**src/uvs_pipe_ctrl.sv**
```systemverilog
// Per-stage valid bits and load enables for the elastic pipeline.
`timescale 1ns / 1ps

module uvs_pipe_ctrl #(
    parameter int DEPTH = 36
) (
    input  logic             clk,
    input  logic             rst_n,
    input  logic             in_valid,
    output logic             in_stall,
    input  logic             out_stall,
    output logic [DEPTH-1:0] en,
    output logic [DEPTH-1:0] valid
);

    logic [DEPTH-1:0] valid_reg;
    logic [DEPTH-1:0] valid_next;
    logic [DEPTH-1:0] ready;

    // A stage may load when any stage at or after it holds a bubble,
    // or when the output side takes a word.
    always_comb
    begin
        for (int k = 0; k < DEPTH; k++)
        begin
            ready[k] = !out_stall || ((~valid_reg & ({DEPTH{1'b1}} << k)) != '0);
        end
    end

    assign valid_next = {valid_reg[DEPTH-2:0], in_valid};
    assign en         = ready;
    assign valid      = valid_reg;
    assign in_stall   = !ready[0];

    always_ff @(posedge clk or negedge rst_n)
    begin
        if (!rst_n)
        begin
            valid_reg <= '0;
        end
        else
        begin
            for (int k = 0; k < DEPTH; k++)
            begin
                if (ready[k])
                begin
                    valid_reg[k] <= valid_next[k];
                end
            end
        end
    end

    a_last_holds: assert property (@(posedge clk) disable iff (!rst_n)
        valid_reg[DEPTH-1] && out_stall |=> valid_reg[DEPTH-1])
        else $error("stalled output word dropped");

    a_no_overwrite: assert property (@(posedge clk) disable iff (!rst_n)
        valid_reg[0] && ready[0] |-> ready[1])
        else $error("first stage overwritten while next stage holds");

    a_accept_lands: assert property (@(posedge clk) disable iff (!rst_n)
        in_valid && !in_stall |=> valid_reg[0])
        else $error("accepted word missing from first stage");

    a_free_flow: assert property (@(posedge clk) disable iff (!rst_n)
        !out_stall |-> (&ready))
        else $error("stage blocked while output drains");

endmodule

```
**config.mk**
```make
export PLATFORM = sky130hd
export DESIGN_NAME = uvs_pipe_ctrl
export DESIGN_NICKNAME = d
export VERILOG_FILES = /design/src/uvs_pipe_ctrl.sv
export SDC_FILE = /design/constraint.sdc
export NUM_CORES = 1
export LEC_CHECK = 0
export BUFFER_PORTS_ARGS = -buffer_cell sky130_fd_sc_hd__clkbuf_2
export CELL_PAD_IN_SITES_DETAIL_PLACEMENT = 1
export CELL_PAD_IN_SITES_GLOBAL_PLACEMENT = 2
export CORE_MARGIN = 4
export CORE_UTILIZATION = 26
export DETAILED_ROUTE_END_ITERATION = 12
export GPL_ROUTABILITY_DRIVEN = 0
export PLACE_DENSITY = 0.89
export SKIP_CTS_REPAIR_TIMING = 1
export SLEW_MARGIN = 30
export SYNTH_ARGS = -nofsm -noshare
export SYNTH_HDL_FRONTEND = slang
export SYNTH_SLANG_ARGS = --single-unit
export TNS_END_PERCENT = 5
```
**constraint.sdc**
```tcl
create_clock -name clk -period 2.55 [get_ports clk]
set_input_delay 0.765 -clock clk [delete_from_list [all_inputs] [get_ports clk]]
set_output_delay 0.765 -clock clk [all_outputs]
set_load 0.05 [all_outputs]
```
==> flow_metrics.py, run 1 <==
metrics = {
    "sta": {
        "holdWs_ns": 0.515,
        "layout_setup_ws_ns": -0.231,
        "worstMarginPinSlew_ns": 0.699,
        "fin_skew_ns": 0.00358,
        "slew_viol_final": 0,
        "hold_viol": 0,
        "rsz0062_at_grt": "yes",
        "finalSetupViolations": 30,
        "fin_crit_ns": 2.78,
        "max_clock_freq_mhz": 360,
        "slew-limit-headroom": 0.534,
        "period_share": 1.09,
    },
    "routing": {
        "wl_per_cell_um": 15.7,
        "dr.pass1.iters": 4,
        "drt.antenna.violating_nets": 0,
        "drt-total-wl_um": 5530,
        "route.vias.total": 1685,
        "routed_via_density": 4.77,
        "drt-initial-drc-count": 29,
        "drcViolationCount": 0,
    },
    "synth": {
        "netlist_instances": 158,
        "synthArstFlopShare": 1.00,
        "synth_compound_area_frac": 0.0817,
        "synth_edf_count": 0,
        "synthDistinctLibCells": 24,
        "dominantRegCellSynth": "dfrtp_1",
        "yosysSeqAreaShare": 0.555,
        "synth-seq-cells": 36,
        "yosys.area_share.xor_xnor": 0,
        "synth.most_common_cell": "dfrtp_1",
        "yosys_warnings": 0,
        "synth_nets": 162,
        "synth.largest_area_cell": "dfrtp_1",
        "synth-simple-area-share": 0.320,
        "synth_top_family_by_area": "simple AND/OR/NAND/NOR gates",
        "synthAdderAreaFrac": 0,
        "synth_area_per_cell_um2": 10.3,
        "synth_top_area_share": 0.555,
        "synth_mux_area_frac": 0,
        "synth_area_um2": 1620,
        "synth_area_leaders": "dfrtp_1, nand2b_1, nand4_1",
        "synth_common_cells": "dfrtp_1, nand2_1, nand2b_1",
    },
    "die": {
        "start_util": 0.271,
        "coreArea_um2": 5990,
        "die_h_um": 87.0,
        "rows": 28,
        "die_w_um": 87.0,
        "io_pins": 77,
        "die_area_um2": 7580,
    },
    "critical_path": {
        "start_kind": "input port",
        "r2r-start": "valid[30]$_DFFE_PN0P_",
        "required_ns": 1.79,
        "cp-end-kind": "output pin",
        "cp-startpoint": "out_stall",
        "critPathKind": "input port to output pin",
        "r2r_slack_ns": 0.94,
        "cp.arrival_ns": 2.02,
        "cp_max_fo": 3,
    },
    "placement": {
        "preCtsSetupSlack_ns": -0.321,
        "dp_cells": 345,
        "io_buffer_count": 76,
        "hpwl_um": 4420,
        "placed_area_um2": 2420,
    },
    "pwr": {
        "p_leak_uw": 0.00123,
        "cellPowerDensity_nw_per_um2": 580,
        "max-vdd-ir-drop_v": 0.000353,
    },
    "clocking": {
        "clockBufferDepth": 2,
        "clkLatencyLatePin_ns": 0.29,
        "cts_buffers": 5,
        "h-tree-depth": 2,
        "cts.sinks": 36,
        "cts-root-buf": "clkbuf_8",
        "cts_tree": "yes",
        "clk_pin_slew_ns": 0.07,
    },
    "layout": {
        "drive_gt1_frac": 0.525,
        "largest_reg_flops": 36,
        "antenna-diode-count": 0,
        "final_area_um2": 2550,
        "multiInputGateArea_um2": 682,
        "seq_area_um2": 905,
        "final_cells": 353,
        "syn2layout_area_growth_pct": 56.8,
        "nFillCells": 730,
        "fin_nets": 281,
    },
    "global_route": {
        "globalRouteTotalUtil": 0.152,
        "grt_max_degree": 27,
        "grt_overflow_total": 0,
        "antenna_found_initial": 0,
        "grt_pass1_vias": 1787,
        "grt_pass1_wl_um": 9000,
    },
    "flow_run": {
        "cap_violations": 0,
    },
    "run_status": {
        "violations": "setup timing",
        "status": "finished with violations",
    },
    "min_path": {
        "holdCritPathClass": "input port to async pin",
    },
}
==> power by group <==
part	switching, uW	internal (uW)	total [uW]
Sequential	37.8	611	649
Clock	200	220	420
Combinational	298	111	409
Total	536	942	1480
==> through the flow <==
step                      TNS (ns)  power, uW  utilization
after floorplan             -12.71        917            -
after global placement       -4.52       1060        0.404
after detailed placement     -4.81       1070        0.404
after CTS                    -5.32       1500        0.419
after global routing         -5.84       1550        0.425
final                        -2.57       1480        0.425
==> per-layer routing <==
metal,routed length [um],share of wire,global-route usage,vias up
met1,2510,0.45,0.206,826
met3,318,0.058,0.0397,9
met4,93,0.017,0.0453,0
li1,-,-,-,800
met5,0,0,0,-
met2,2600,0.47,0.237,50
==> logic make-up after synthesis <==
kind of cell           Yosys count
and+or+nand+nor                 91
DFF                             36
buffers and inverters           15
AOI/OAI and AO/OA               16
==> final timing paths <==
path / cells after the start / to
worst max-delay path: 7 / en[0]
worst min-delay path: 1 / valid[34]$_DFFE_PN0P_
worst max register to register: 8 / valid[24]$_DFFE_PN0P_
worst min register to register: 1 / valid[3]$_DFFE_PN0P_
max in group asynchronous: 2 / valid[28]$_DFFE_PN0P_
min in group clk: 1 / valid[3]$_DFFE_PN0P_
==> layout by cell type (no fill, tap or decap), types with 4 or more instances in the layout <==
| cell | netlist | routed |
|---|---|---|
| buf_2 | 4 | 28 |
| inv_1 | 8 | 8 |
| buf_4 | 0 | 39 |
| clkbuf_8 | 0 | 6 |
| buf_6 | 1 | 5 |
| nand3_1 | 11 | 11 |
| or2_2 | 4 | 4 |
| and3_1 | 9 | 9 |
| nand2b_1 | 15 | 15 |
| a21o_1 | 6 | 6 |
| nand2_1 | 21 | 20 |
| nand4_1 | 14 | 14 |
| clkbuf_2 | 0 | 45 |
| a31o_2 | 4 | 4 |
| dfrtp_1 | 36 | 33 |
==> final cells by class <==
class	count	area share
Clock buffer	8	0.0354
Inverter	9	0.0162
Multi-Input combinational cell	107	0.268
Sequential cell	36	0.355
Tap cell	75	0.0369
Timing Repair Buffer	118	0.288
==> worst max-delay path, cell delays in order <==
cell and delay [ns]:
clkbuf_2 0.10, nand4_1 0.12, nor2_2 0.15, and3b_2 0.29, inv_8 0.03, or3_4 0.34, buf_2 0.21
Note: power is estimated with default switching activity, not from simulation.
==> run 2: changes to the inputs <==
--- a/config.mk
+++ b/config.mk
@@ -12,7 +12,7 @@
 export CORE_UTILIZATION = 26
 export DETAILED_ROUTE_END_ITERATION = 12
 export GPL_ROUTABILITY_DRIVEN = 0
-export PLACE_DENSITY = 0.89
+export PLACE_DENSITY = 0.79
 export SKIP_CTS_REPAIR_TIMING = 1
 export SLEW_MARGIN = 30
 export SYNTH_ARGS = -nofsm -noshare
==> run 2 against run 1 <==
Sequential power hardly changed. Global-route usage is 0.67 points lower. The flow still finishes with violations (setup timing). Combinational power hardly changed. Sequential share of layout area is 1.1 points lower. Critical path depth stayed put. Critical path type unchanged. Wire length is 4.2% lower. Cell count stayed put. Fmax is 0.79% higher. First-iteration DRC count is 10% higher. Hold slack better by 0.0030 ns. Core utilization is 1.4 points higher. Sequential cell count stayed put.
==> flow_metrics.py, run 2 (synthesis results as in run 1) <==
metrics = {
    "sta": {
        "finalSetupViolations": 22,
        "tns_ns": -2.19,
        "layout_setup_ws_ns": -0.209,
        "slew-limit-headroom": 0.510,
        "period_share": 1.08,
        "rsz0062_at_grt": "yes",
        "max_clock_freq_mhz": 362,
        "slew_viol_final": 0,
        "fin_skew_ns": 0.00737,
        "worstMarginPinSlew_ns": 0.735,
        "hold_viol": 0,
        "fin_crit_ns": 2.76,
    },
    "routing": {
        "dr.pass1.iters": 4,
        "drt-total-wl_um": 5300,
        "drcViolationCount": 0,
        "drt.antenna.violating_nets": 0,
        "route.vias.total": 1661,
        "routed_via_density": 4.71,
        "wl_per_cell_um": 15.0,
        "drt-initial-drc-count": 32,
    },
    "placement": {
        "preCtsSetupSlack_ns": -0.351,
        "dp_cells": 345,
        "io_buffer_count": 76,
        "hpwl_um": 4310,
    },
    "global_route": {
        "grt_overflow_total": 0,
        "grt_pass1_wl_um": 8650,
        "grt_max_degree": 30,
        "grt_pass1_vias": 1743,
        "globalRouteTotalUtil": 0.145,
        "antenna_found_initial": 0,
    },
    "layout": {
        "seq_area_um2": 905,
        "fin_nets": 281,
        "antenna-diode-count": 0,
        "multiInputGateArea_um2": 696,
        "final_cells": 353,
        "nFillCells": 720,
        "drive_gt1_frac": 0.536,
        "final_common_cell": "clkbuf_2",
        "final_cell_mix": "clkbuf_2, buf_4, dfrtp_1, buf_2, nand2_1",
        "largest_reg_flops": 36,
        "syn2layout_area_growth_pct": 61.8,
    },
    "flow_run": {
        "cap_violations": 0,
    },
    "critical_path": {
        "cp_max_fo": 3,
        "cp_cell_sequence": "clkbuf_2, nand4_1, nor2_2, and3b_2, inv_8, or3_4, buf_6",
        "critPathKind": "input port to output pin",
        "r2r_slack_ns": 0.97,
        "cp.arrival_ns": 1.99,
        "required_ns": 1.79,
        "cp-end-kind": "output pin",
        "critPathMaxStageDelay_ns": 0.36,
        "start_kind": "input port",
        "cpMaxStageDelayCell": "or3_4",
    },
    "clocking": {
        "h-tree-depth": 2,
        "cts.sinks": 36,
        "cts-root-buf": "clkbuf_8",
        "clk_pin_slew_ns": 0.07,
        "cts_buffers": 5,
        "clkLatencyLatePin_ns": 0.28,
        "cts_tree": "yes",
        "clockBufferDepth": 2,
    },
    "die": {
        "rows": 28,
        "coreArea_um2": 5990,
        "die_area_um2": 7580,
        "die_w_um": 87.0,
        "io_pins": 77,
        "die_h_um": 87.0,
        "start_util": 0.271,
    },
    "run_status": {
        "status": "finished with violations",
        "violations": "setup timing",
    },
    "min_path": {
        "holdCritPathClass": "flop to flop",
    },
    "pwr": {
        "p_leak_uw": 0.00128,
        "max-vdd-ir-drop_v": 0.000296,
        "cellPowerDensity_nw_per_um2": 608,
    },
}
## run 2: cell count changes in the layout (fill, tap and decap cells not counted), sizes merged
| cell | change |
|---|---|
| bufinv | +1 |
| buf | -5 |
| clkbuf | +4 |
## run 2: where the power goes
| group | total [uW] | internal (uW) | switching [uW] |
|---|---|---|---|
| Combinational | 410 | 113 | 297 |
| Clock | 542 | 345 | 197 |
| Sequential | 647 | 611 | 36.2 |
| Total | 1600 | 1070 | 530 |
## run 2: critical path, delay by kind of cell
family	cells	cell delay, ns
simple gates	4	0.93
buf+inv	3	0.29
## run 2: area by class of cell
type	instances	area share
clock buffer	7	0.0367
clock inverter	1	0.0114
inverter	9	0.0157
multi-input combinational	107	0.265
sequential	36	0.344
tap	75	0.0357
timing repair buffer	118	0.291
## run 2: path summary, 6_finish.rpt
kind / cells after the start / to / startpoint
min: 1 / valid[5]$_DFFE_PN0P_ / valid[4]$_DFFE_PN0P_
min in group asynchronous: 1 / valid[33]$_DFFE_PN0P_ / rst_n
max: 7 / en[0] / out_stall
max in group asynchronous: 2 / valid[3]$_DFFE_PN0P_ / rst_n
min reg2reg: 1 / valid[5]$_DFFE_PN0P_ / valid[4]$_DFFE_PN0P_
max reg2reg: 8 / valid[15]$_DFFE_PN0P_ / valid[27]$_DFFE_PN0P_
## run 2: per-stage QoR
| stage | power [uW] | hold slack, ns | utilization | instance area [um2] |
|---|---|---|---|---|
| final | 1600 | 0.518 | 0.439 | 2630 |
| after floorplan | 917 | 0.469 | - | 1650 |
| after global routing | 1680 | 0.559 | 0.439 | 2630 |
| after detailed placement | 1070 | 0.500 | 0.406 | 2430 |
| after global placement | 1060 | 0.495 | 0.406 | 2430 |
| after CTS | 1620 | 0.517 | 0.427 | 2560 |
## run 2: per-layer routing
metal,up-vias,share of wire,track usage
met5,-,0,0
met4,0,0.0068,0.0340
met3,4,0.056,0.0369
met2,48,0.49,0.237
met1,809,0.45,0.192
li1,800,-,-
