`src/uvs_pkg.sv`:
```
// Shared types and constants for the UV sphere grid point pipeline.
`timescale 1ns / 1ps

package uvs_pkg;

    typedef logic [10:0] count_t;

    // Register indexes on the configuration port.
    localparam logic REG_FACES_AROUND      = 1'b0;
    localparam logic REG_FACES_POLE_TO_POLE = 1'b1;

    // Restoring divider: 25 fraction bits, quotient up to 2^25.
    localparam int DIV_STEPS = 25;
    localparam int QUO_W     = DIV_STEPS + 1;

    // Sine core: reduce, square, five Horner steps, final multiply.
    localparam int SINE_STAGES = 8;
    localparam int PHASE_W     = 24;
    localparam logic [PHASE_W-1:0] Q_QUARTER = 24'h400000;

    localparam logic [30:0] C11 = 31'd3864;
    localparam logic [30:0] HORNER_C [5] = '{
        31'd172272, 31'd5026995, 31'd85569306, 31'd693598668, 31'd1686629713
    };

    typedef struct packed {
        logic [10:0] column;
        logic [10:0] row;
    } in_word_t;

    typedef struct packed {
        logic [20:0]        slot_index;
        logic signed [15:0] pos_x;
        logic signed [15:0] pos_y;
        logic signed [15:0] pos_z;
        logic [15:0]        tex_u;
        logic [15:0]        tex_v;
        logic               has_position;
        logic               has_face;
        logic [20:0]        corner_c_pos;
        logic [20:0]        corner_d_pos;
        logic [20:0]        corner_c_tex;
        logic [20:0]        corner_d_tex;
    } out_word_t;

endpackage

```
`src/uvs_divider.sv`:
```
// Pipelined restoring divider: floor(num * 2^25 / den), one bit per stage.
`timescale 1ns / 1ps

module uvs_divider
    import uvs_pkg::*;
(
    input  logic                 clk,
    input  logic [DIV_STEPS-1:0] en,
    input  count_t               num,
    input  count_t               den,
    output logic [QUO_W-1:0]     quo
);

    count_t           rem_reg [DIV_STEPS];
    count_t           den_reg [DIV_STEPS];
    logic [QUO_W-1:0] quo_reg [DIV_STEPS];

    for (genvar k = 0; k < DIV_STEPS; k++)
    begin : g_step
        count_t           rem_in;
        count_t           den_in;
        logic [QUO_W-1:0] quo_in;
        logic [11:0]      rem2;
        logic             ge;

        if (k == 0)
        begin : g_first
            // num >= den only for the seam column (exact 2^25) or off-grid points
            assign rem_in = (num >= den) ? '0 : num;
            assign quo_in = QUO_W'(num >= den);
            assign den_in = den;
        end
        else
        begin : g_rest
            assign rem_in = rem_reg[k-1];
            assign quo_in = quo_reg[k-1];
            assign den_in = den_reg[k-1];
        end

        assign rem2 = {rem_in, 1'b0};
        assign ge   = rem2 >= {1'b0, den_in};

        always_ff @(posedge clk)
        begin
            if (en[k])
            begin
                rem_reg[k] <= ge ? 11'(rem2 - {1'b0, den_in}) : rem2[10:0];
                den_reg[k] <= den_in;
                quo_reg[k] <= {quo_in[QUO_W-2:0], ge};
            end
        end
    end

    assign quo = quo_reg[DIV_STEPS-1];

endmodule

```
`config.mk`:
```
export PLATFORM = sky130hd
export DESIGN_NAME = uvs_divider
export DESIGN_NICKNAME = d
export VERILOG_FILES = /design/src/uvs_pkg.sv /design/src/uvs_divider.sv
export SDC_FILE = /design/constraint.sdc
export NUM_CORES = 1
export LEC_CHECK = 0
export BUFFER_PORTS_ARGS = -buffer_cell sky130_fd_sc_hd__buf_2
export CORE_UTILIZATION = 51
export CTS_BUF_LIST = sky130_fd_sc_hd__clkbuf_8
export DETAILED_ROUTE_END_ITERATION = 10
export PLACE_DENSITY = 0.66
export SETUP_SLACK_MARGIN = 0.3
export SLEW_MARGIN = 40
export SYNTH_ARGS = -nofsm -noshare
export SYNTH_HDL_FRONTEND = slang
export SYNTH_SLANG_ARGS = --single-unit
```
`constraint.sdc`:
```
create_clock -name clk -period 3.6 [get_ports clk]
set_input_delay 0.36 -clock clk [delete_from_list [all_inputs] [get_ports clk]]
set_output_delay 0.36 -clock clk [all_outputs]
set_load 0.03 [all_outputs]
```
==> metrics.yaml, run 1 <==
clkSlewWorstSetupHoldPaths_ns: 0.06
vdd_ir_drop_max_mv: 0.4038
numPlacedInstances: 4375
final_period_minus_worst_setup_slack_ns: 3.220
p_leak_nw: 18.90
antenna_found_initial: 4
floorplan.initialDensity: 0.5155
dpl-instance-area_mm2: 0.04476
largest_register_ff_count: 350
synth_top_cells_by_area: "edfxtp_1 (62%), ha_1 (8.4%), mux2_2 (3.2%)"
cp_data_required_time_ns: 4.13
dominant_synthesized_flop_cell: "edfxtp_1"
portBuffers: 73
gr-total-overflow: 0
cts_root_buf: "clkbuf_8"
dr.first_iter.drc_count: 1438
areaGrowthSynthToFinish_pct: 12.96
layout.cells.non_filler: 4663
grt_pass1_wl_mm: 135.0
grt_pass1_vias: 26048
placeableCoreArea_mm2: 0.08211
die_outline_area_mm2: 0.08414
power_per_cell_area_mw_per_mm2: 792.2
setup-violations-final: 0
final_util: 0.5823
tritoncts_clock_tree: "yes"
synth.cell_area_mm2: 0.04232
postLayoutSetupSlackWorst_ns: 0.3799
grt_setup_unrepaired: "no"
synth_top_cell_by_area: "edfxtp_1"
clkLatencyLatePin_ns: 0.78
cap_violations: 0
yosysWarnings: 0
crit_path_max_fanout: 5
yosysSeqAreaShare: 0.6229
numClockSinks: 878
ctsHtreeMaxLevel: 4
syn-mean-instance-area_um2: 13.37
synth.lib_cells_used.distinct: 70
post-route-drc-count: 0
final_layout_size_suffix_gt1_frac: 0.1587
number_of_synthesized_flops_with_an_enable_pin: 878
final_routed_wirelength_mm: 83.26
syn_nets: 3523
top_level_ports: 74
arrival_ns: 3.75
post_detailed_route_count_of_antenna_violating_nets: 0
wire_per_inst_um: 17.85
drv_slew: 0
cts_buffer_depth: 3
run_status: "finished, final reports clean"
rows: 105
critical_path.startpoint_type: "primary input"
synth_async_sr_flop_share: 0
tritonroute_pass_1_iters: 5
finalPower_w: 0.03788
finalWeightedCongestion: 0.9039
postLayoutCellArea_mm2: 0.04781
finalHoldViolations: 0
netlist_instances: 3166
grt_start_max_net_pins: 48
layout_worst_path_cycle_share: 0.8945
yosys_register_bits: 878
hp-class: "primary input to flop"
timing.critical_path.to_type: "flop"
dp_slack_ns: -0.5159
max_clock_freq_ghz: 0.3105
worstMarginPinSlew_ns: 0.8037
tritoncts.num_buffers: 146
skew_ns: 0.02809
detailed_place_hpwl_mm: 61.23
fp.dieH_um: 290.1
final_nets: 3827
timing.slew.headroom: 0.4642
route.detailed.vias_per_inst: 5.473
grt_usage: 0.2004
die_width_um: 290.1
num_vias: 25522
critical_path_class: "primary input to flop"
synthDominantCellAreaShare: 0.6229
[worst paths after layout]
kind	start	end	slack [ns]	cells after the start
worst max register to register	rem_reg[1][33]$_SDFFCE_PP0P_	rem_reg[1][53]$_DFFE_PP_	0.64	8
worst min-delay path	en[12]	quo_reg[3][6]$_DFFE_PP_	0.07	1
worst max-delay path	den[6]	rem_reg[0][6]$_DFFE_PP_	0.38	16
worst min register to register	quo_reg[0][80]$_DFFE_PP_	quo_reg[1][3]$_DFFE_PP_	0.39	0
[what timing repair did]
action / in CTS / in global routing
resized for setup: 0 / 15
endpoints found under the hold margin: 27 / 0
hold buffers: 12 / 0
buffers inserted: 0 / 4
setup endpoints to repair: 0 / 11
[per-layer routing]
metal,part of all wire,global-route usage,wire [um]
met1,0.44,0.2521,36250
met2,0.50,0.3455,41380
met3,0.043,0.03676,3576
met4,0.024,0.07382,2031
met5,0.00022,0,18
[metrics by stage]
stage / setup TNS, ns / hold WS (ns)
after CTS: 0 / 0.01506
final: 0 / 0.06850
after global placement: -4.478 / 0.4004
after floorplan: -0.2719 / 0.4003
after detailed placement: -4.900 / 0.4045
after global routing: 0 / 0.03118
[power by group]
part	switching [W]	internal (W)	total [W]
Clock	0.00392	0.00450	0.00842
Sequential	0.00115	0.0143	0.0155
Combinational	0.00755	0.00641	0.0140
Total	0.0126	0.0253	0.0379
[final cells by class]
| class | instances | area (um2) |
|---|---|---|
| Multi-Input combinational cell | 1904 | 14650 |
| Sequential cell | 878 | 26370 |
| Clock buffer | 151 | 2078 |
| Timing Repair Buffer | 174 | 1249 |
| Antenna cell | 2 | 5.005 |
| Clock inverter | 118 | 732.0 |
| Inverter | 366 | 1396 |
| Tap cell | 1070 | 1339 |
| Fill cell | 6496 | 34300 |
[cell families (layout without fill, tap and decap cells)]
family,Yosys count,count (layout),share of synthesized area
AO/OA/AOI/OAI,569,569,0.09093
XOR/XNOR,144,144,0.02980
adder cells (fa/ha/maj),309,309,0.09560
buffers and inverters,384,809,0.03465
flip-flops,878,878,0.6229
multiplexers,146,146,0.03884
other,0,2,0
AND/OR/NAND/NOR,736,736,0.08724
[critical path, stage by stage]
cell and delay, ns:
buf_6 0.11, inv_12 0.03, ha_4 0.25, and3_4 0.18, nand3_1 0.07, o211ai_1 0.29
a21oi_2 0.16, and2_4 0.17, fa_2 0.37, a211oi_2 0.26, o21ai_2 0.09, o31a_1 0.28
o311a_4 0.34, nor3_4 0.28, clkbuf_16 0.20, mux2_4 0.29
[placed cells by master, fill, tap and decap left out, types with 99 or more instances in the layout]
cell type	count
inv_1	383
buf_4	99
edfxtp_1	878
o21ai_0	104
mux2_2	121
a21oi_1	159
nor2_1	174
ha_1	277
clkbuf_8	151
nand2_1	147
[Yosys cell counts (all sizes together), types with 2 or more instances]
| cell type | count |
|---|---|
| a21boi | 35 |
| mux2i | 18 |
| a2111oi | 7 |
| or4b | 3 |
| o2111ai | 21 |
| o21a | 43 |
| or3 | 3 |
| nand4 | 35 |
| o31ai | 23 |
| xnor2 | 67 |
| buf | 13 |
| nand4b | 2 |
| o31a | 10 |
| a211oi | 13 |
| nand2 | 147 |
| or4 | 2 |
| nand2b | 43 |
| edfxtp | 878 |
| or2 | 26 |
| nand3b | 12 |
| o2111a | 3 |
| nor3 | 91 |
| mux2 | 128 |
| xor2 | 77 |
| a21oi | 162 |
| o32a | 4 |
| o21bai | 4 |
| nand3 | 67 |
| a21o | 29 |
| a31oi | 26 |
| nor3b | 17 |
| fa | 24 |
| nor2b | 45 |
| inv | 366 |
| nor2 | 174 |
| nor4b | 5 |
| ha | 285 |
| and2 | 34 |
| o21ai | 121 |
| clkbuf | 5 |
| o211ai | 38 |
| and3 | 26 |
| o311ai | 17 |
| a211o | 3 |
Power figures use the tool's default switching activity.
==> run 2: changes to the inputs <==
--- a/config.mk
+++ b/config.mk
@@ -9,8 +9,7 @@
 export CORE_UTILIZATION = 51
 export CTS_BUF_LIST = sky130_fd_sc_hd__clkbuf_8
 export DETAILED_ROUTE_END_ITERATION = 10
-export PLACE_DENSITY = 0.66
-export SETUP_SLACK_MARGIN = 0.3
+export PLACE_DENSITY = 0.64
 export SLEW_MARGIN = 40
 export SYNTH_ARGS = -nofsm -noshare
 export SYNTH_HDL_FRONTEND = slang
==> constraint.sdc (replaced) <==
create_clock -name clk -period 3.8 [get_ports clk]
set_input_delay 0.38 -clock clk [delete_from_list [all_inputs] [get_ports clk]]
set_output_delay 0.38 -clock clk [all_outputs]
set_load 0.03 [all_outputs]
==> run 2 against run 1 <==
  * Via count decreased by 0.75%
  * Non-clock buffer count decreased by 11
  * Power fell by 5.9%
  * Clock skew rose by 0.0048 ns
  * Sequential share of layout area increased by 0.37 points
  * Clock-buffer cell count decreased by 4
  * Wire length grew 1.3%
  * Critical path depth unchanged
  * Largest cell class unchanged
  * Highest routed layer unchanged
==> metrics.yaml, run 2 (same netlist as run 1, synthesis figures left out) <==
met1Wirelength_mm: 36.50
crit_path_max_fanout: 7
floorplan.initialDensity: 0.5155
timing.slew.headroom: 0.4749
p_leak_nw: 18.74
num_vias: 25331
die_width_um: 290.1
placeableCoreArea_mm2: 0.08211
finalHoldViolations: 0
drv_slew: 0
rows: 105
areaGrowthSynthToFinish_pct: 12.20
gr-total-overflow: 0
grt_setup_unrepaired: "no"
grt_pass1_vias: 26174
post_detailed_route_count_of_antenna_violating_nets: 0
grt_usage: 0.2044
critical-path-slowest-cell: "dlygate4sd3_1"
final_routed_wirelength_mm: 84.32
antenna_found_initial: 2
setup-violations-final: 0
top_level_ports: 74
postLayoutCellArea_mm2: 0.04749
max_clock_freq_ghz: 0.2689
skew_ns: 0.03284
tritonroute_pass_1_iters: 5
clkSlewWorstSetupHoldPaths_ns: 0.05
portBuffers: 73
layout_commonest_cell: "edfxtp_1"
finalWeightedCongestion: 0.9008
cts_root_buf: "clkbuf_8"
grt_start_max_net_pins: 47
route.met2.wl_mm: 42.32
critPathBufInv: 4
ctsHtreeMaxLevel: 4
wire_per_inst_um: 18.20
power_per_cell_area_mw_per_mm2: 750.3
final_nets: 3815
path_cells: "dlygate4sd3_1 > buf_2 > inv_2 > ha_4 > a31oi_2 > o211ai_1 > a21oi_4 > and2_4 > fa_2 > a211oi_4 > o21ai_2 > o31a_1 > o311a_4 > nor3_4 > buf_12 > mux2_2"
dp_slack_ns: -0.3643
vdd_ir_drop_max_mv: 0.3938
fp.dieH_um: 290.1
run_status: "finished, final reports clean"
largest_register_ff_count: 350
layout.cells.most_common_list: "edfxtp_1 (878), inv_1 (389), ha_1 (279), nor2_1 (174), a21oi_1 (159)"
dpl-instance-area_mm2: 0.04454
final_period_minus_worst_setup_slack_ns: 3.719
routed.top_layer: "met5"
dr_wl_met3_mm: 3.370
detailed_place_hpwl_mm: 61.47
final_layout_size_suffix_gt1_frac: 0.1519
timing.critical_path.to_type: "flop"
tritoncts.num_buffers: 145
cp_slowest_stage_delay_ns: 0.52
postLayoutSetupSlackWorst_ns: 0.08059
dr.first_iter.drc_count: 1645
critical_path.startpoint_type: "primary input"
grt_pass1_wl_mm: 136.9
critical_path_class: "primary input to flop"
worstMarginPinSlew_ns: 0.7877
cap_violations: 0
layout_worst_path_cycle_share: 0.9788
cts_buffer_depth: 3
critical-path-top-delay-family: "compound AO/OA/AOI/OAI gates"
numClockSinks: 878
route.detailed.vias_per_inst: 5.469
arrival_ns: 4.23
tritoncts_clock_tree: "yes"
post-route-drc-count: 0
hp-class: "primary input to flop"
die_outline_area_mm2: 0.08414
clkLatencyLatePin_ns: 0.78
cp_data_required_time_ns: 4.31
run 2: cell count changes in the layout (fill, tap and decap cells not counted), sizes merged:
| cell | previous run | this run |
|---|---|---|
| clkinv | 67 | 49 |
| buf | 161 | 151 |
| clkbuf | 152 | 148 |
| bufinv | 8 | 5 |
| clkinvlp | 3 | 6 |
| inv | 406 | 409 |
| diode | 2 | 1 |
| dlygate4sd3 | 12 | 11 |
run 2: report_power, final:
group          switching [W]  internal [W]
Clock                0.00372       0.00397
Combinational        0.00724       0.00602
Sequential           0.00110        0.0136
Total                 0.0121        0.0236
run 2: final timing paths:
kind                                          startpoint                       end  slack (ns)  cells after the start
worst max-delay path                              den[1]   rem_reg[0][1]$_DFFE_PP_        0.08                     16
worst min register to register  quo_reg[5][55]$_DFFE_PP_  quo_reg[5][82]$_DFFE_PP_        0.40                      0
worst max register to register  den_reg[2][66]$_DFFE_PP_  rem_reg[2][81]$_DFFE_PP_        0.75                      7
worst min-delay path                               en[9]  rem_reg[1][20]$_DFFE_PP_        0.09                      1
run 2: per-stage QoR:
stage / instances / utilization / hold WS, ns / total power [W] / setup TNS, ns
final: 4632 / 0.5783 / 0.08582 / 0.03563 / 0
after global routing: 4632 / 0.5783 / 0.04427 / 0.03806 / 0
after CTS: 4626 / 0.5762 / 0.01321 / 0.03590 / 0
after detailed placement: 4365 / 0.5425 / 0.4045 / 0.02799 / -3.103
after global placement: 4365 / 0.5422 / 0.4009 / 0.02757 / -2.118
after floorplan: 3166 / - / 0.4003 / 0.02444 / 0
run 2: final cells by class:
cell class,instances,area (um2)
fill,6579,34620
sequential,878,26370
multi-input combinational,1904,14610
clock buffer,147,2023
inverter,366,1374
tap,1070,1339
timing repair buffer,163,1136
clock inverter,103,639.4
antenna,1,2.502
run 2: routing by layer:
metal,global-route usage,vias to the layer above
li1,-,12306
met2,0.3551,562
met4,0.07369,2
met1,0.2563,12296
met3,0.03592,165
met5,0,-
run 2: what timing repair did:
action | in CTS | in global routing
hold buffers | 11 | 0
endpoints found under the hold margin | 11 | 0
setup endpoints to repair | 0 | 11
resized for setup | 0 | 18
setup buffers | 0 | 6
==> run 3: changes to the inputs <==
--- a/config.mk
+++ b/config.mk
@@ -6,10 +6,13 @@
 export NUM_CORES = 1
 export LEC_CHECK = 0
 export BUFFER_PORTS_ARGS = -buffer_cell sky130_fd_sc_hd__buf_2
+export CELL_PAD_IN_SITES_DETAIL_PLACEMENT = 0
+export CELL_PAD_IN_SITES_GLOBAL_PLACEMENT = 1
+export CORE_MARGIN = 8
 export CORE_UTILIZATION = 51
 export CTS_BUF_LIST = sky130_fd_sc_hd__clkbuf_8
 export DETAILED_ROUTE_END_ITERATION = 10
-export PLACE_DENSITY = 0.64
+export PLACE_DENSITY = 0.74
 export SLEW_MARGIN = 40
 export SYNTH_ARGS = -nofsm -noshare
 export SYNTH_HDL_FRONTEND = slang
==> constraint.sdc (replaced) <==
create_clock -name clk -period 4.1 [get_ports clk]
set_input_delay 0.41 -clock clk [delete_from_list [all_inputs] [get_ports clk]]
set_output_delay 0.41 -clock clk [all_outputs]
set_load 0.03 [all_outputs]
==> run 3 against run 2 <==
  * Worst setup slack gained 0.10 ns
  * Critical path depth up 1
  * Power shrank 5.8%
  * Die area up 9.9%
  * Cell area decreased by 0.13%
  * Hold slack better by 0.011 ns
  * Largest cell class unchanged
  * Critical path type unchanged
==> metrics.yaml, run 3 (same netlist as run 1, synthesis figures left out) <==
run_status: "finished, final reports clean"
grt_start_max_net_pins: 48
timing.slew.headroom: 0.4689
cts_root_buf: "clkbuf_8"
critical_path_class: "primary input to flop"
final_layout_size_suffix_gt1_frac: 0.1452
p_leak_nw: 18.71
die_outline_area_mm2: 0.09246
cts_buffer_depth: 3
areaGrowthSynthToFinish_pct: 12.05
top_level_ports: 74
placeableCoreArea_mm2: 0.08211
dp_slack_ns: -0.1443
final_nets: 3792
dr.first_iter.drc_count: 1480
finalHoldViolations: 0
worstMarginPinSlew_ns: 0.7899
layout_commonest_cell: "edfxtp_1"
rows: 105
grt_pass1_wl_mm: 139.1
postLayoutSetupSlackWorst_ns: 0.1849
vdd_ir_drop_max_mv: 0.4237
setup-violations-final: 0
grt_pass1_vias: 25933
fillers: 6629
finalSetupTns_ns: 0
clkLatencyLatePin_ns: 0.78
tritoncts_clock_tree: "yes"
cp_data_required_time_ns: 4.62
final_routed_wirelength_mm: 86.29
crit_path_max_fanout: 6
hp-class: "primary input to flop"
wire_per_inst_um: 18.69
portBuffers: 73
cap_violations: 0
post-route-drc-count: 0
timing.critical_path.to_type: "flop"
numClockSinks: 878
detailed_place_hpwl_mm: 63.30
max_clock_freq_ghz: 0.2554
grt_setup_unrepaired: "yes"
power_per_cell_area_mw_per_mm2: 707.7
layout.area.seq_mm2: 0.02637
floorplan.initialDensity: 0.5155
gr-total-overflow: 0
layout_worst_path_cycle_share: 0.9549
final_period_minus_worst_setup_slack_ns: 3.915
die_width_um: 304.1
fp.dieH_um: 304.1
antenna_found_initial: 5
arrival_ns: 4.43
multi_input_comb_area_mm2: 0.01451
tritoncts.num_buffers: 149
final_util: 0.5776
critical_path.startpoint_type: "primary input"
finalWeightedCongestion: 0.8869
num_vias: 25064
fin_hold_ws_ns: 0.09705
route.detailed.vias_per_inst: 5.427
skew_ns: 0.03679
layout.cells.most_common_list: "edfxtp_1 (878), inv_1 (388), ha_1 (285), nor2_1 (174), a21oi_1 (160)"
tritonroute_pass_1_iters: 5
grt_usage: 0.1872
largest_register_ff_count: 350
clkSlewWorstSetupHoldPaths_ns: 0.05
drv_slew: 0
ctsHtreeMaxLevel: 4
post_detailed_route_count_of_antenna_violating_nets: 0
[run 3: changes by cell type in the layout (fill, tap and decap cells not counted), sizes merged, moves of 2 or more]
cell	before	now
inv	409	404
buf	151	124
clkinv	49	54
clkinvlp	6	8
bufinv	5	13
[run 3: per-layer routing]
| layer | global-route usage | vias up | routed length (um) |
|---|---|---|---|
| met5 | 0 | - | 36 |
| met4 | 0.06375 | 6 | 2217 |
| met3 | 0.03860 | 143 | 3747 |
| met2 | 0.3197 | 527 | 42320 |
| met1 | 0.2370 | 12110 | 37970 |
| li1 | - | 12278 | - |
[run 3: critical path: stages]
cell           delay [ns]
dlygate4sd3_1        0.52
buf_2                0.11
inv_1                0.05
ha_1                 0.29
and3_1               0.18
nand3_1              0.08
o211ai_1             0.26
a21oi_2              0.14
and2_1               0.20
fa_1                 0.43
a211oi_2             0.25
o21ai_1              0.14
o31a_1               0.28
o311a_4              0.33
nor3_4               0.24
buf_4                0.21
mux2_4               0.30
[run 3: what timing repair did]
action / CTS / global route
hold buffers: 12 / 0
gates resized for setup: 0 / 1
endpoints found under the hold margin: 12 / 0
buffers inserted: 0 / 1
setup endpoints to repair: 0 / 6
[run 3: final cells by class]
class                      count  share of cell area
sequential                   878              0.5559
multi-input combinational   1904              0.3059
clock buffer                 149             0.04324
inverter                     366             0.02897
tap                         1070             0.02823
timing repair buffer         136             0.01910
clock inverter               113             0.01855
antenna                        2           0.0001055
[run 3: final timing paths]
| kind | startpoint | endpoint | slack (ns) | cells past startpoint |
|---|---|---|---|---|
| hold / removal | num[8] | rem_reg[0][9]$_DFFE_PP_ | 0.1 | 3 |
| hold reg to reg | quo_reg[5][15]$_DFFE_PP_ | quo_reg[5][42]$_DFFE_PP_ | 0.41 | 0 |
| setup reg to reg | den_reg[2][66]$_DFFE_PP_ | rem_reg[2][85]$_DFFE_PP_ | 0.97 | 7 |
| setup / recovery | den[7] | rem_reg[0][3]$_DFFE_PP_ | 0.18 | 17 |
[run 3: metrics by stage]
step	instances	total power (W)	cell area (um2)
after global routing	4617	0.03590	47420
after floorplan	3166	0.02265	42320
final	4618	0.03356	47420
after detailed placement	4341	0.02595	44330
after global placement	4341	0.02568	44310
after CTS	4615	0.03395	47380
[run 3: report_power, final]
| group | internal, W | total, W | switching [W] |
|---|---|---|---|
| registers | 0.0126 | 0.0137 | 0.00106 |
| logic | 0.00552 | 0.0122 | 0.00665 |
| clock network | 0.00424 | 0.00773 | 0.00350 |
| total | 0.0224 | 0.0336 | 0.0112 |
